==> src/sv/pbsp_pkg.sv <==
package pbsp_pkg;

  // Fixed field widths of the request and result streams.
  localparam int unsigned PAGE_FIELD_W = 32;
  localparam int unsigned CFG_W        = 5;
  localparam int unsigned VP_W         = 5;
  localparam int unsigned SLOT_OUT_W   = 4;
  localparam int unsigned COUNT_W      = 32;
  localparam int unsigned IN_DATA_W    = 64;
  localparam int unsigned OUT_DATA_W   = 72;

  localparam logic [CFG_W-1:0] NUM_SLOTS_RESET = 5'd4;
  localparam logic [VP_W-1:0]  VP_RESET        = 5'd1;
  localparam logic [VP_W-1:0]  VP_WRAP         = 5'd2;

  localparam logic OP_READ      = 1'b0;
  localparam logic OP_OVERWRITE = 1'b1;

  typedef enum logic [3:0] {
    ST_IDLE   = 4'b0001,
    ST_SCAN   = 4'b0010,
    ST_DECIDE = 4'b0100,
    ST_OUT    = 4'b1000
  } state_t;

endpackage

==> src/sv/page_buffer_slot_policy.sv <==
// Slot bookkeeping for a small page buffer.
// Requests enter on the s_ stream: s_tuser is the operation (read or
// overwrite check), s_tdata carries the page number and the current root
// page. Each request gives exactly one result on the m_ stream with the
// slot, hit and fetch flags and the running hit and storage read counts.
// The slot table lives in a one-port-read, one-port-write memory that is
// scanned one slot per cycle. With n the slot count (num_slots held to
// 2..MAX_SLOTS), a request passes these steps: one read per slot 1..n-1,
// the last compare, the choice of slot, then the write-back and the load
// of the output register. s_tready returns in the cycle the result turns
// valid, so no new request is taken before the last result is loaded.
// If the receiver stalls, the result is held in the output register; the
// next request is still taken and scanned, but it waits before writing
// back and keeps s_tready low until the output register frees up.
// Reset empties every slot, clears both counters and the last hit page,
// sets the round-robin pointer to one and num_slots to four. The user must
// write num_slots through cfg_we/cfg_wdata only while idle; it is not enforced.
module page_buffer_slot_policy #(
  parameter int unsigned MAX_SLOTS    = 16,
  parameter int unsigned PAGE_ID_BITS = 32
) (
  input  logic                               clk,
  input  logic                               rst,
  input  logic                               cfg_we,
  input  logic [pbsp_pkg::CFG_W-1:0]         cfg_wdata,   // num_slots
  input  logic                               s_tvalid,
  output logic                               s_tready,
  input  logic [pbsp_pkg::IN_DATA_W-1:0]     s_tdata,     // page_id, root_page
  input  logic                               s_tuser,     // op
  output logic                               m_tvalid,
  input  logic                               m_tready,
  output logic [pbsp_pkg::OUT_DATA_W-1:0]    m_tdata      // slot, hit, fetch,
                                                          // hit_count, read_count
);

  import pbsp_pkg::*;

  localparam int unsigned SW = $clog2(MAX_SLOTS);
  localparam int unsigned NW = $clog2(MAX_SLOTS + 1);
  localparam int unsigned CW = (NW > CFG_W) ? NW : CFG_W;

  state_t                  state;
  logic [CFG_W-1:0]        num_slots;
  logic                    op_q;
  logic [PAGE_ID_BITS-1:0] page_q;
  logic [PAGE_ID_BITS-1:0] root_q;
  logic [SW-1:0]           nm1;
  logic [SW-1:0]           nm1_next;
  logic [CW-1:0]           n_sat;
  logic                    issue_on;
  logic [SW-1:0]           issue_idx;
  logic                    rd_vld;
  logic [SW-1:0]           rd_idx;
  logic [PAGE_ID_BITS-1:0] rd_page;
  logic [MAX_SLOTS-1:0]    match_vec;
  logic [MAX_SLOTS-1:0]    empty_vec;
  logic [MAX_SLOTS-1:0]    lh_vec;
  logic [PAGE_ID_BITS-1:0] last_hit_page;
  logic [VP_W-1:0]         vp;
  logic [COUNT_W-1:0]      hits;
  logic [COUNT_W-1:0]      reads;
  logic [SW-1:0]           res_slot;
  logic                    res_hit;
  logic                    res_fetch;
  logic [SW-1:0]           m_slot;
  logic                    m_hit;
  logic                    m_fetch;
  logic [COUNT_W-1:0]      m_hits;
  logic [COUNT_W-1:0]      m_reads;
  logic                    out_free;
  logic                    accept;
  logic                    mem_rd_en;
  logic                    mem_wr_en;

  // Decision signals.
  logic [MAX_SLOTS-1:0]    in_range;
  logic                    hit_found;
  logic [SW-1:0]           hit_slot;
  logic                    empty_found;
  logic [SW-1:0]           empty_slot;
  logic                    vp_wrapped;
  logic [SW-1:0]           rr_start;
  logic [VP_W-1:0]         vp_step;
  logic                    cand1_found;
  logic [SW-1:0]           cand1;
  logic                    cand2_found;
  logic [SW-1:0]           cand2;
  logic [SW-1:0]           rr_slot;
  logic [VP_W-1:0]         rr_vp;
  logic                    dec_hit;
  logic                    dec_fetch;
  logic                    dec_rr;
  logic [SW-1:0]           dec_slot;
  logic [SLOT_OUT_W+SW-1:0] slot_ext;

  assign s_tready = (state == ST_IDLE);
  assign accept   = s_tvalid && s_tready;
  assign out_free = !m_tvalid || m_tready;

  always_comb begin
    n_sat = CW'(num_slots);
    if (n_sat < CW'(2)) begin
      n_sat = CW'(2);
    end else if (n_sat > CW'(MAX_SLOTS)) begin
      n_sat = CW'(MAX_SLOTS);
    end
    nm1_next = SW'(n_sat - CW'(1));
  end

  always_ff @(posedge clk) begin
    if (rst) begin
      num_slots <= NUM_SLOTS_RESET;
    end else if (cfg_we) begin
      num_slots <= cfg_wdata;
    end
  end

  always_ff @(posedge clk) begin
    if (accept) begin
      op_q   <= s_tuser;
      page_q <= s_tdata[PAGE_ID_BITS-1:0];
      root_q <= s_tdata[PAGE_FIELD_W +: PAGE_ID_BITS];
      nm1    <= nm1_next;
    end
  end

  // Slot table: read one slot per cycle while scanning, write on a read miss.
  assign mem_rd_en = (state == ST_SCAN) && issue_on;
  assign mem_wr_en = (state == ST_OUT) && out_free && res_fetch;

  pbsp_slot_mem #(
    .DEPTH (MAX_SLOTS),
    .DW    (PAGE_ID_BITS),
    .AW    (SW)
  ) u_slot_mem (
    .clk     (clk),
    .rst     (rst),
    .rd_en   (mem_rd_en),
    .rd_addr (issue_idx),
    .rd_data (rd_page),
    .wr_en   (mem_wr_en),
    .wr_addr (res_slot),
    .wr_data (page_q)
  );

  // Compare results land in per-slot flag vectors. Bits outside 1..n-1
  // are stale and are masked off by in_range.
  always_ff @(posedge clk) begin
    rd_idx <= issue_idx;
    if (rd_vld) begin
      match_vec[rd_idx] <= (rd_page == page_q) && (page_q != '0);
      empty_vec[rd_idx] <= (rd_page == '0);
      lh_vec[rd_idx]    <= (rd_page == last_hit_page);
    end
  end

  always_comb begin
    in_range    = '0;
    hit_found   = 1'b0;
    hit_slot    = '0;
    empty_found = 1'b0;
    empty_slot  = '0;
    cand1_found = 1'b0;
    cand1       = '0;
    cand2_found = 1'b0;
    cand2       = '0;
    vp_wrapped  = (CW'(vp) > CW'(nm1));
    rr_start    = vp_wrapped ? SW'(2) : SW'(vp);
    vp_step     = vp_wrapped ? VP_WRAP : VP_W'(vp + 1'b1);
    for (int i = MAX_SLOTS - 1; i >= 1; i--) begin
      in_range[i] = (SW'(i) <= nm1);
    end
    // Scanning downward leaves the lowest qualifying slot in each search.
    for (int i = MAX_SLOTS - 1; i >= 1; i--) begin
      if (in_range[i] && match_vec[i]) begin
        hit_found = 1'b1;
        hit_slot  = SW'(i);
      end
      if (in_range[i] && empty_vec[i] && (i >= 2)) begin
        empty_found = 1'b1;
        empty_slot  = SW'(i);
      end
      if (in_range[i] && !lh_vec[i] && (SW'(i) >= rr_start)) begin
        cand1_found = 1'b1;
        cand1       = SW'(i);
      end
      if (in_range[i] && !lh_vec[i] && (i >= 2)) begin
        cand2_found = 1'b1;
        cand2       = SW'(i);
      end
    end
    // Round robin: from the pointer up, then once more from slot 2; when
    // every candidate holds the last hit page the first candidate is used.
    if (cand1_found) begin
      rr_slot = cand1;
      rr_vp   = vp_step;
    end else if (cand2_found) begin
      rr_slot = cand2;
      rr_vp   = VP_WRAP;
    end else begin
      rr_slot = rr_start;
      rr_vp   = VP_WRAP;
    end
  end

  always_comb begin
    dec_hit   = hit_found;
    dec_fetch = 1'b0;
    dec_rr    = 1'b0;
    dec_slot  = hit_slot;
    if (op_q == OP_READ && !hit_found) begin
      dec_fetch = 1'b1;
      if (nm1 == SW'(1) || page_q == root_q) begin
        dec_slot = SW'(1);
      end else if (nm1 == SW'(2)) begin
        dec_slot = SW'(2);
      end else if (empty_found) begin
        dec_slot = empty_slot;
      end else begin
        dec_slot = rr_slot;
        dec_rr   = 1'b1;
      end
    end
  end

  always_ff @(posedge clk) begin
    if (state == ST_DECIDE) begin
      res_slot  <= dec_slot;
      res_hit   <= dec_hit;
      res_fetch <= dec_fetch;
    end
  end

  always_ff @(posedge clk) begin
    if (rst) begin
      state         <= ST_IDLE;
      issue_on      <= 1'b0;
      issue_idx     <= '0;
      rd_vld        <= 1'b0;
      last_hit_page <= '0;
      vp            <= VP_RESET;
      hits          <= '0;
      reads         <= '0;
    end else begin
      rd_vld <= mem_rd_en;
      case (state)
        ST_IDLE: begin
          if (accept) begin
            state     <= ST_SCAN;
            issue_on  <= 1'b1;
            issue_idx <= SW'(1);
          end
        end
        ST_SCAN: begin
          if (mem_rd_en) begin
            if (issue_idx == nm1) begin
              issue_on <= 1'b0;
            end else begin
              issue_idx <= issue_idx + 1'b1;
            end
          end
          if (rd_vld && rd_idx == nm1) begin
            state <= ST_DECIDE;
          end
        end
        ST_DECIDE: begin
          if (op_q == OP_READ && hit_found) begin
            hits          <= hits + 1'b1;
            last_hit_page <= page_q;
          end
          if (dec_fetch) begin
            reads <= reads + 1'b1;
          end
          if (dec_rr) begin
            vp <= rr_vp;
          end
          state <= ST_OUT;
        end
        ST_OUT: begin
          if (out_free) begin
            state <= ST_IDLE;
          end
        end
        default: begin
          state <= ST_IDLE;
        end
      endcase
    end
  end

  // Output register.
  always_ff @(posedge clk) begin
    if (rst) begin
      m_tvalid <= 1'b0;
    end else if (state == ST_OUT && out_free) begin
      m_tvalid <= 1'b1;
    end else if (m_tready) begin
      m_tvalid <= 1'b0;
    end
  end

  always_ff @(posedge clk) begin
    if (state == ST_OUT && out_free) begin
      m_slot  <= res_slot;
      m_hit   <= res_hit;
      m_fetch <= res_fetch;
      m_hits  <= hits;
      m_reads <= reads;
    end
  end

  assign slot_ext = {{SLOT_OUT_W{1'b0}}, m_slot};
  assign m_tdata  = {2'b00, m_reads, m_hits, m_fetch, m_hit,
                     slot_ext[SLOT_OUT_W-1:0]};

  // A compare result always belongs to a slot inside the scanned range.
  a_rd_in_range: assert property (@(posedge clk) disable iff (rst)
    rd_vld |-> (rd_idx != '0) && (rd_idx <= nm1))
    else $error("slot compare outside scanned range");

  // A hit and a fetch never come together, and a fetch never targets slot 0.
  a_res_consistent: assert property (@(posedge clk) disable iff (rst)
    (state == ST_OUT) |-> !(res_hit && res_fetch) && !(res_fetch && res_slot == '0))
    else $error("inconsistent slot decision");

  // Each table write goes with a result loaded into the output register.
  a_wr_with_result: assert property (@(posedge clk) disable iff (rst)
    mem_wr_en |=> m_tvalid && m_fetch)
    else $error("slot write without matching result");

  // The hit counter only ever steps by one.
  a_hits_step: assert property (@(posedge clk) disable iff (rst)
    (!$past(rst) && hits != $past(hits)) |-> (hits == $past(hits) + 1'b1))
    else $error("hit counter jumped");

endmodule

==> src/sv/pbsp_slot_mem.sv <==
module pbsp_slot_mem #(
  parameter int unsigned DEPTH = 16,
  parameter int unsigned DW    = 32,
  parameter int unsigned AW    = 4
) (
  input  logic          clk,
  input  logic          rst,
  input  logic          rd_en,
  input  logic [AW-1:0] rd_addr,
  output logic [DW-1:0] rd_data,
  input  logic          wr_en,
  input  logic [AW-1:0] wr_addr,
  input  logic [DW-1:0] wr_data
);

  logic [DW-1:0]    mem [DEPTH];
  logic [DEPTH-1:0] valid;
  logic [DW-1:0]    rd_q;
  logic             rd_valid_q;

  always_ff @(posedge clk) begin
    if (wr_en) begin
      mem[wr_addr] <= wr_data;
    end
    if (rd_en) begin
      rd_q <= mem[rd_addr];
    end
  end

  // An entry never written since reset reads as an empty slot.
  always_ff @(posedge clk) begin
    if (rst) begin
      valid      <= '0;
      rd_valid_q <= 1'b0;
    end else begin
      if (wr_en) begin
        valid[wr_addr] <= 1'b1;
      end
      if (rd_en) begin
        rd_valid_q <= valid[rd_addr];
      end
    end
  end

  assign rd_data = rd_valid_q ? rd_q : '0;

endmodule
==> config.mk <==
export PLATFORM = sky130hd
export DESIGN_NAME = page_buffer_slot_policy
export DESIGN_NICKNAME = d
export VERILOG_FILES = /design/src/sv/pbsp_pkg.sv /design/src/sv/page_buffer_slot_policy.sv /design/src/sv/pbsp_slot_mem.sv
export SDC_FILE = /design/constraint.sdc
export NUM_CORES = 1
export LEC_CHECK = 0
export BUFFER_PORTS_ARGS = -buffer_cell sky130_fd_sc_hd__buf_2
export CORE_UTILIZATION = 65
export CTS_CLUSTER_SIZE = 8
export DETAILED_ROUTE_END_ITERATION = 12
export PLACE_DENSITY = 0.8
export SYNTH_ARGS = -nofsm -noshare
export SYNTH_HDL_FRONTEND = slang
export SYNTH_SLANG_ARGS = --single-unit
export TNS_END_PERCENT = 20
==> constraint.sdc <==
create_clock -name clk -period 14.6 [get_ports clk]
set_input_delay 0.73 -clock clk [delete_from_list [all_inputs] [get_ports clk]]
set_output_delay 0.73 -clock clk [all_outputs]
set_load 0.01 [all_outputs]
==> results.ini, run 1 <==
[worst_hold_path]
hold_path_start = s_tdata[55]
min_path_type = input port to flop

[clocking]
cts.clk_slew.worst_paths_ps = 50
clock_tree.root_cell = sky130_fd_sc_hd__clkbuf_16
clock_path_buffers = 3
htree_num_levels = 3
clk-insertion-delay-late_ps = 690
hold_fix_buffers_cts = 0
cts_num_sinks = 871
postCtsSetupBuffers = 0
cts-resized-gates = 0
clock_tree_from_tritoncts = built
tritoncts.num_buffers = 118

[global_route]
grt_start_max_net_pins = 74
first_global_vias = 21683
grt_first_pass_wirelength_um = 132000
overall_overflow_remaining_after_global_route = 0
global_route.usage.total = 0.323
grt_antenna_before_repair = 4

[timing]
fin_worst_skew_ps = 37.2
fin_crit_sh = 0.286
max-slew-margin-rel = 0.0292
max_freq_ghz = 0.240
timing.hold.ws_ps = 217
setup_viol = 0
finalMaxSlewViolations = 0
setup-tns-final_ps = 0
rsz0062_at_grt = false
final.min_clock_period_ps = 4170
tightestPinTransition_ps = 1450
final.setup.worst_slack_ps = 10430
timing.final.hold_violations = 0

[setup_path]
setup.worst_path.class = flop to flop
crit_required_ps = 15000
startpoint = page_q[0]$_DFFE_PP_
critical_path.startpoint_type = flop
slowest_delay_ps = 970
cp_data_arrival_time_ps = 4580
crit_family = compound AO/OA/AOI/OAI gates
critical_path_peak_fanout = 21
slowest_stage = sky130_fd_sc_hd__o21ai_0
cp_num_buf_inv = 0
timing.critical_path.to_type = flop
r2r_start = page_q[0]$_DFFE_PP_
path_cells = xor2_1, nor4_1, nand4_1, o21ai_0, nor2_1, a32oi_1, o31ai_1

[final_layout]
final_net_count = 2560
n_antenna_cell = 0
areaGrowthSynthToFinish_pct = 14.3
final_cell_mix = sky130_fd_sc_hd__edfxtp_1, sky130_fd_sc_hd__mux4_2, sky130_fd_sc_hd__nor2_1, sky130_fd_sc_hd__buf_2, sky130_fd_sc_hd__nand2_1
instances_no_fill = 3251
drive_gt1_frac = 0.208
layout_commonest_cell = sky130_fd_sc_hd__edfxtp_1

[detailed_routing]
wl_met1_um = 32800
met3RoutedLength_um = 8050
dr_total_vias = 21955
route.detailed.drc = 0
met2RoutedLength_um = 44300
route.antenna.remaining_nets = 0
vias_per_cell = 6.75
routed_wire_length_per_instance_um = 27.3
detailedRoute.firstPassIterationCount = 6
first_iteration_detailed_routing_drc_count = 2671
routed_wirelength_um = 88600
top_signal_layer_used = met5

[yosys]
yosysWarnings = 0
distinct_cell_type_count_after_synthesis = 81
synthSimpleGateAreaFrac = 0.0835
yosysSeqAreaShare = 0.698
fraction_of_the_mapped_netlist_area_in_compound_gates = 0.0607
post_synth_instance_area_um2 = 35500
largest_family_of_logic_cells_by_synthesized_area = multiplexers
postSynthAreaPerCell_um2 = 15.6
syn_inst = 2273
asyncSetResetFlopFracSynth = 0
postSynth.topFlopCell = sky130_fd_sc_hd__edfxtp_1
yosys-mux-area-fraction = 0.106
synth_xor_area_frac = 0.0303
yosys_register_bits = 871
synth_edf_count = 733
synth_fa_ha_area_frac = 0.00373

[floorplanning]
pin_count = 149
dieArea_um2 = 55600
fp-row-count = 85
die_width_um = 236
core_region_area_um2 = 53900
floorplan.initialDensity = 0.659
floorplan.die.height_um = 236

[power]
power.leakage_nw = 13.0
worst_ir_drop_vdd_v = 0.000128
p_per_area_nw_per_um2 = 137

[placed_design]
placed_cells = 3052
hpwlAfterDp_um = 50900
numPortBuffers = 146
pre_cts_slack_ps = 10730
finalWeightedCongestion = 0.951

[run_status]
run_status = completed

[job]
drv.max_cap_violation_count = 0

path summary, 6_finish.rpt:
check        cells past startpoint  slack (ps)                    end
max                              7       10430  res_slot[2]$_DFFE_PP_
min                              1         220   root_q[23]$_DFFE_PP_
max reg2reg                      7       10430  res_slot[2]$_DFFE_PP_
min reg2reg                      0         440        m_hit$_DFFE_PP_
layout make-up:
| cell class | instances | area (µm²) |
|---|---|---|
| Tap cell | 696 | 871 |
| Fill cell | 3082 | 13300 |
| Clock inverter | 6 | 139 |
| Sequential cell | 871 | 24800 |
| Inverter | 42 | 159 |
| Clock buffer | 193 | 3260 |
| Multi-Input combinational cell | 1245 | 10200 |
| Timing Repair Buffer | 198 | 1120 |
layer usage:
metal  vias up  GRT usage
li1       9308          -
met1     11080      0.425
met2      1312      0.532
met3       249     0.0630
met4         6      0.137
met5         -          0
where the power goes:
group,total [mW],switching (mW),internal [mW]
combinational,0.279,0.167,0.112
clock,2.51,1.00,1.50
sequential,2.78,0.0437,2.73
total,5.56,1.22,4.35
metrics by stage:
step                      utilization  area (µm²)  total power [mW]
final                           0.753       40600              5.56
after CTS                       0.753       40600              5.58
after detailed placement        0.690       37200              3.10
after floorplan                     -       35500              3.00
after global routing            0.753       40600              5.71
after global placement          0.690       37200              3.09
logic make-up (layout without fill, tap and decap cells):
group / count (synthesis) / after routing
multiplexers: 171 / 171
flip-flops: 871 / 871
AND/OR/NAND/NOR: 595 / 595
other: 1 / 2
buffers and inverters: 158 / 439
AO/OA/AOI/OAI: 343 / 343
XOR/XNOR: 123 / 123
adder cells (fa/ha/maj): 11 / 11
cell usage after synthesis (9+ instances only):
master / count / area share
sky130_fd_sc_hd__xnor2_1: 74 / 0.018
sky130_fd_sc_hd__dfxtp_1: 138 / 0.078
sky130_fd_sc_hd__nand2_1: 136 / 0.014
sky130_fd_sc_hd__nor3_1: 43 / 0.0061
sky130_fd_sc_hd__edfxtp_1: 733 / 0.62
sky130_fd_sc_hd__o21ai_0: 106 / 0.015
sky130_fd_sc_hd__nor2_1: 172 / 0.018
sky130_fd_sc_hd__o21a_1: 11 / 0.0023
sky130_fd_sc_hd__xor2_1: 49 / 0.012
sky130_fd_sc_hd__nand2b_1: 11 / 0.0019
sky130_fd_sc_hd__or3_1: 17 / 0.0030
sky130_fd_sc_hd__a21oi_1: 92 / 0.013
sky130_fd_sc_hd__nand4_1: 20 / 0.0035
sky130_fd_sc_hd__buf_2: 10 / 0.0014
sky130_fd_sc_hd__mux4_2: 165 / 0.10
sky130_fd_sc_hd__inv_1: 40 / 0.0042
sky130_fd_sc_hd__nand3_1: 62 / 0.0087
sky130_fd_sc_hd__nor4_1: 42 / 0.0074
sky130_fd_sc_hd__a31oi_1: 10 / 0.0018
sky130_fd_sc_hd__buf_1: 23 / 0.0024
sky130_fd_sc_hd__nand3b_1: 35 / 0.0074
sky130_fd_sc_hd__clkbuf_1: 78 / 0.0082
sky130_fd_sc_hd__ha_1: 9 / 0.0032
sky130_fd_sc_hd__a22oi_1: 34 / 0.0072
sequential cells by signal, indices dropped and copies added (netlist names), 5 cells and up:
signal	count
empty_vec	14
hits	32
last_hit_page	32
lh_vec	15
m_hits	32
m_reads	32
match_vec	15
num_slots	5
page_q	32
reads	32
root_q	32
u_slot_mem.mem	512
u_slot_mem.rd_q	32
u_slot_mem.valid	16
vp	5
Power figures use the tool's default switching activity.
==> run 2: changes to the inputs <==
--- a/config.mk
+++ b/config.mk
@@ -6,10 +6,10 @@
 export NUM_CORES = 1
 export LEC_CHECK = 0
 export BUFFER_PORTS_ARGS = -buffer_cell sky130_fd_sc_hd__buf_2
-export CORE_UTILIZATION = 65
+export CORE_UTILIZATION = 55
 export CTS_CLUSTER_SIZE = 8
 export DETAILED_ROUTE_END_ITERATION = 12
-export PLACE_DENSITY = 0.8
+export PLACE_DENSITY = 0.72
 export SYNTH_ARGS = -nofsm -noshare
 export SYNTH_HDL_FRONTEND = slang
 export SYNTH_SLANG_ARGS = --single-unit
==> constraint.sdc (replaced) <==
create_clock -name clk -period 3.55 [get_ports clk]
set_input_delay 0.1775 -clock clk [delete_from_list [all_inputs] [get_ports clk]]
set_output_delay 0.1775 -clock clk [all_outputs]
set_load 0.01 [all_outputs]
==> run 2 against run 1 <==
Worst hold slack got worse by 9.5 ps; clock power increased to 4.1 times the previous value; critical path depth rose by 2; sequential cell count stayed put; global-route usage shrank 4.8 points; sequential share of layout area down 2.4 points; combinational power rose to 5.0 times the previous value; first-iteration DRC count is 6.7% lower; maximum frequency rose by 26%; critical path type unchanged; critical endpoint is now res_slot[0]$_DFFE_PP_.
==> results.ini, run 2 (synthesis gave the netlist of run 1 again) <==
[clocking]
clock_path_buffers = 3  ; unchanged
tritoncts.num_buffers = 118  ; unchanged
cts.clk_slew.worst_paths_ps = 50  ; about the same
clock_tree.root_cell = sky130_fd_sc_hd__clkbuf_16  ; unchanged
cts-resized-gates = 0  ; unchanged
cts_num_sinks = 871  ; unchanged
htree_num_levels = 3  ; unchanged
clock_tree_from_tritoncts = built  ; unchanged
clk-insertion-delay-late_ps = 680  ; was 690 ps

[floorplanning]
pin_count = 149  ; unchanged
core_region_area_um2 = 63400  ; was 53900 µm²
fp-row-count = 92  ; was 85
dieArea_um2 = 65600  ; was 55600 µm²
floorplan.die.height_um = 256  ; was 236 µm
floorplan.initialDensity = 0.560  ; was 0.659
die_width_um = 256  ; was 236 µm

[placed_design]
numPortBuffers = 146  ; unchanged
hpwlAfterDp_um = 54100  ; was 50900 µm
finalWeightedCongestion = 0.927  ; was 0.951

[setup_path]
crit_required_ps = 3930  ; was 15000 ps
crit_end = res_slot[0]$_DFFE_PP_  ; was res_slot[2]$_DFFE_PP_
startpoint = nm1[2]$_DFFE_PP_  ; was page_q[0]$_DFFE_PP_
regToRegEndpoint = res_slot[0]$_DFFE_PP_  ; was res_slot[2]$_DFFE_PP_
critical_path.startpoint_type = flop  ; unchanged
cp_num_buf_inv = 1  ; was 0
cp_data_arrival_time_ps = 3690  ; was 4580 ps
regToRegSetupSlack_ps = 240  ; was 10430 ps
reg2regPathDepth = 9  ; was 7
slowest_delay_ps = 530  ; was 970 ps
critical_path_peak_fanout = 11  ; was 21
r2r_start = nm1[2]$_DFFE_PP_  ; was page_q[0]$_DFFE_PP_
timing.critical_path.to_type = flop  ; unchanged
crit_family = compound AO/OA/AOI/OAI gates  ; unchanged
crit_cells = 9  ; was 7
slowest_stage = sky130_fd_sc_hd__edfxtp_1  ; was sky130_fd_sc_hd__o21ai_0
path_cells = inv_1, ha_1, nand3_1, o221ai_1, nand2_1, a21oi_1, or3_1, nor3b_1, o311a_1  ; was xor2_1, nor4_1, nand4_1, o21ai_0, nor2_1, a32oi_1, o31ai_1
setup.worst_path.class = flop to flop  ; unchanged

[global_route]
global_route.usage.total = 0.275  ; was 0.323
grt_start_max_net_pins = 78  ; was 74
grt_first_pass_wirelength_um = 134000  ; was 132000 µm
overall_overflow_remaining_after_global_route = 0  ; unchanged
first_global_vias = 21804  ; was 21683
grt_antenna_before_repair = 1  ; was 4

[detailed_routing]
routed_wirelength_um = 89500  ; was 88600 µm
route.antenna.remaining_nets = 0  ; unchanged
routed_wire_length_per_instance_um = 25.2  ; was 27.3 µm
vias_per_cell = 6.17  ; was 6.75
met2RoutedLength_um = 43400  ; was 44300 µm
dr_total_vias = 21870  ; was 21955
route.detailed.drc = 0  ; unchanged
detailedRoute.firstPassIterationCount = 6  ; unchanged
met3RoutedLength_um = 7490  ; was 8050 µm
wl_met1_um = 35800  ; was 32800 µm
top_signal_layer_used = met4  ; was met5
first_iteration_detailed_routing_drc_count = 2493  ; was 2671

[power]
p_per_area_nw_per_um2 = 545  ; was 137 nW/µm²
worst_ir_drop_vdd_v = 0.000515  ; was 0.000128 V
power.leakage_nw = 13.7  ; was 13.0 nW

[timing]
final.min_clock_period_ps = 3310  ; was 4170 ps
finalMaxSlewViolations = 0  ; unchanged
setup-tns-final_ps = 0  ; unchanged
tightestPinTransition_ps = 1080  ; was 1450 ps
max_freq_ghz = 0.302  ; was 0.240 GHz
fin_worst_skew_ps = 51.2  ; was 37.2 ps
fin_crit_sh = 0.933  ; was 0.286
timing.final.hold_violations = 0  ; unchanged
rsz0062_at_grt = false  ; unchanged
timing.hold.ws_ps = 207  ; was 217 ps
setup_viol = 0  ; unchanged
max-slew-margin-rel = 0.273  ; was 0.0292

[final_layout]
regMostFlops = u_slot_mem.mem  ; unchanged
areaGrowthSynthToFinish_pct = 18.9  ; was 14.3%
final_net_count = 2702  ; was 2560
final_cell_mix = sky130_fd_sc_hd__edfxtp_1, sky130_fd_sc_hd__mux4_2, sky130_fd_sc_hd__nor2_1, sky130_fd_sc_hd__buf_2, sky130_fd_sc_hd__nand2_1  ; unchanged
layout_commonest_cell = sky130_fd_sc_hd__edfxtp_1  ; unchanged
largest_register_ffs = 512  ; unchanged
n_antenna_cell = 0  ; unchanged
drive_gt1_frac = 0.222  ; was 0.208

[worst_hold_path]
min_path_type = input port to flop  ; unchanged

[job]
drv.max_cap_violation_count = 0  ; unchanged

[run_status]
run_status = completed  ; unchanged

-- run 2: how the worst min path moves through the flow --
stage | from | endpoint | depth (start not counted)
global placement | s_tdata[55] | root_q[23]$_DFFE_PP_ | 1
detailed placement | s_tdata[34] | root_q[2]$_DFFE_PP_ | 1
global route | s_tdata[31] | page_q[31]$_DFFE_PP_ | 2
floorplan | s_tuser | op_q$_DFFE_PP_ | 0
finish | s_tdata[6] | page_q[6]$_DFFE_PP_ | 2
CTS | s_tdata[6] | page_q[6]$_DFFE_PP_ | 2
-- run 2: stage by stage --
stage	setup WS, ps	area [µm²]	power (mW)	std cells	util
after floorplan	-343	35600	12.3	2274	-
final	239	42200	23.0	3546	0.666
after CTS	284	42200	23.1	3540	0.665
after detailed placement	284	38000	12.8	3260	0.600
after global placement	355	38000	12.8	3260	0.600
after global routing	59.8	42200	23.7	3546	0.666
-- run 2: where the power goes --
part	internal, mW	total, mW	switching (mW)	leakage [nW]
Combinational	0.597	1.39	0.796	4.32
Clock	6.21	10.3	4.08	1.61
Sequential	11.2	11.4	0.108	7.77
Total	18.1	23.0	4.98	13.7
-- run 2: what timing repair did --
action | in CTS | in global routing
hold endpoints to repair | 78 | 0
hold buffers | 78 | 0
setup endpoints to repair | 0 | 1
setup buffers | 0 | 6
-- run 2: per-layer routing --
metal,vias to the layer above,GRT usage
met5,-,0
met4,0,0.0990
met3,172,0.0580
met2,1094,0.441
met1,10993,0.373
li1,9611,-
-- run 2: area by class of cell --
type / count / area, µm²
clock buffer: 198 / 3300
clock inverter: 4 / 82.6
fill: 4257 / 21200
inverter: 42 / 159
multi-input combinational: 1245 / 10300
sequential: 871 / 24800
tap: 846 / 1060
timing repair buffer: 340 / 2550
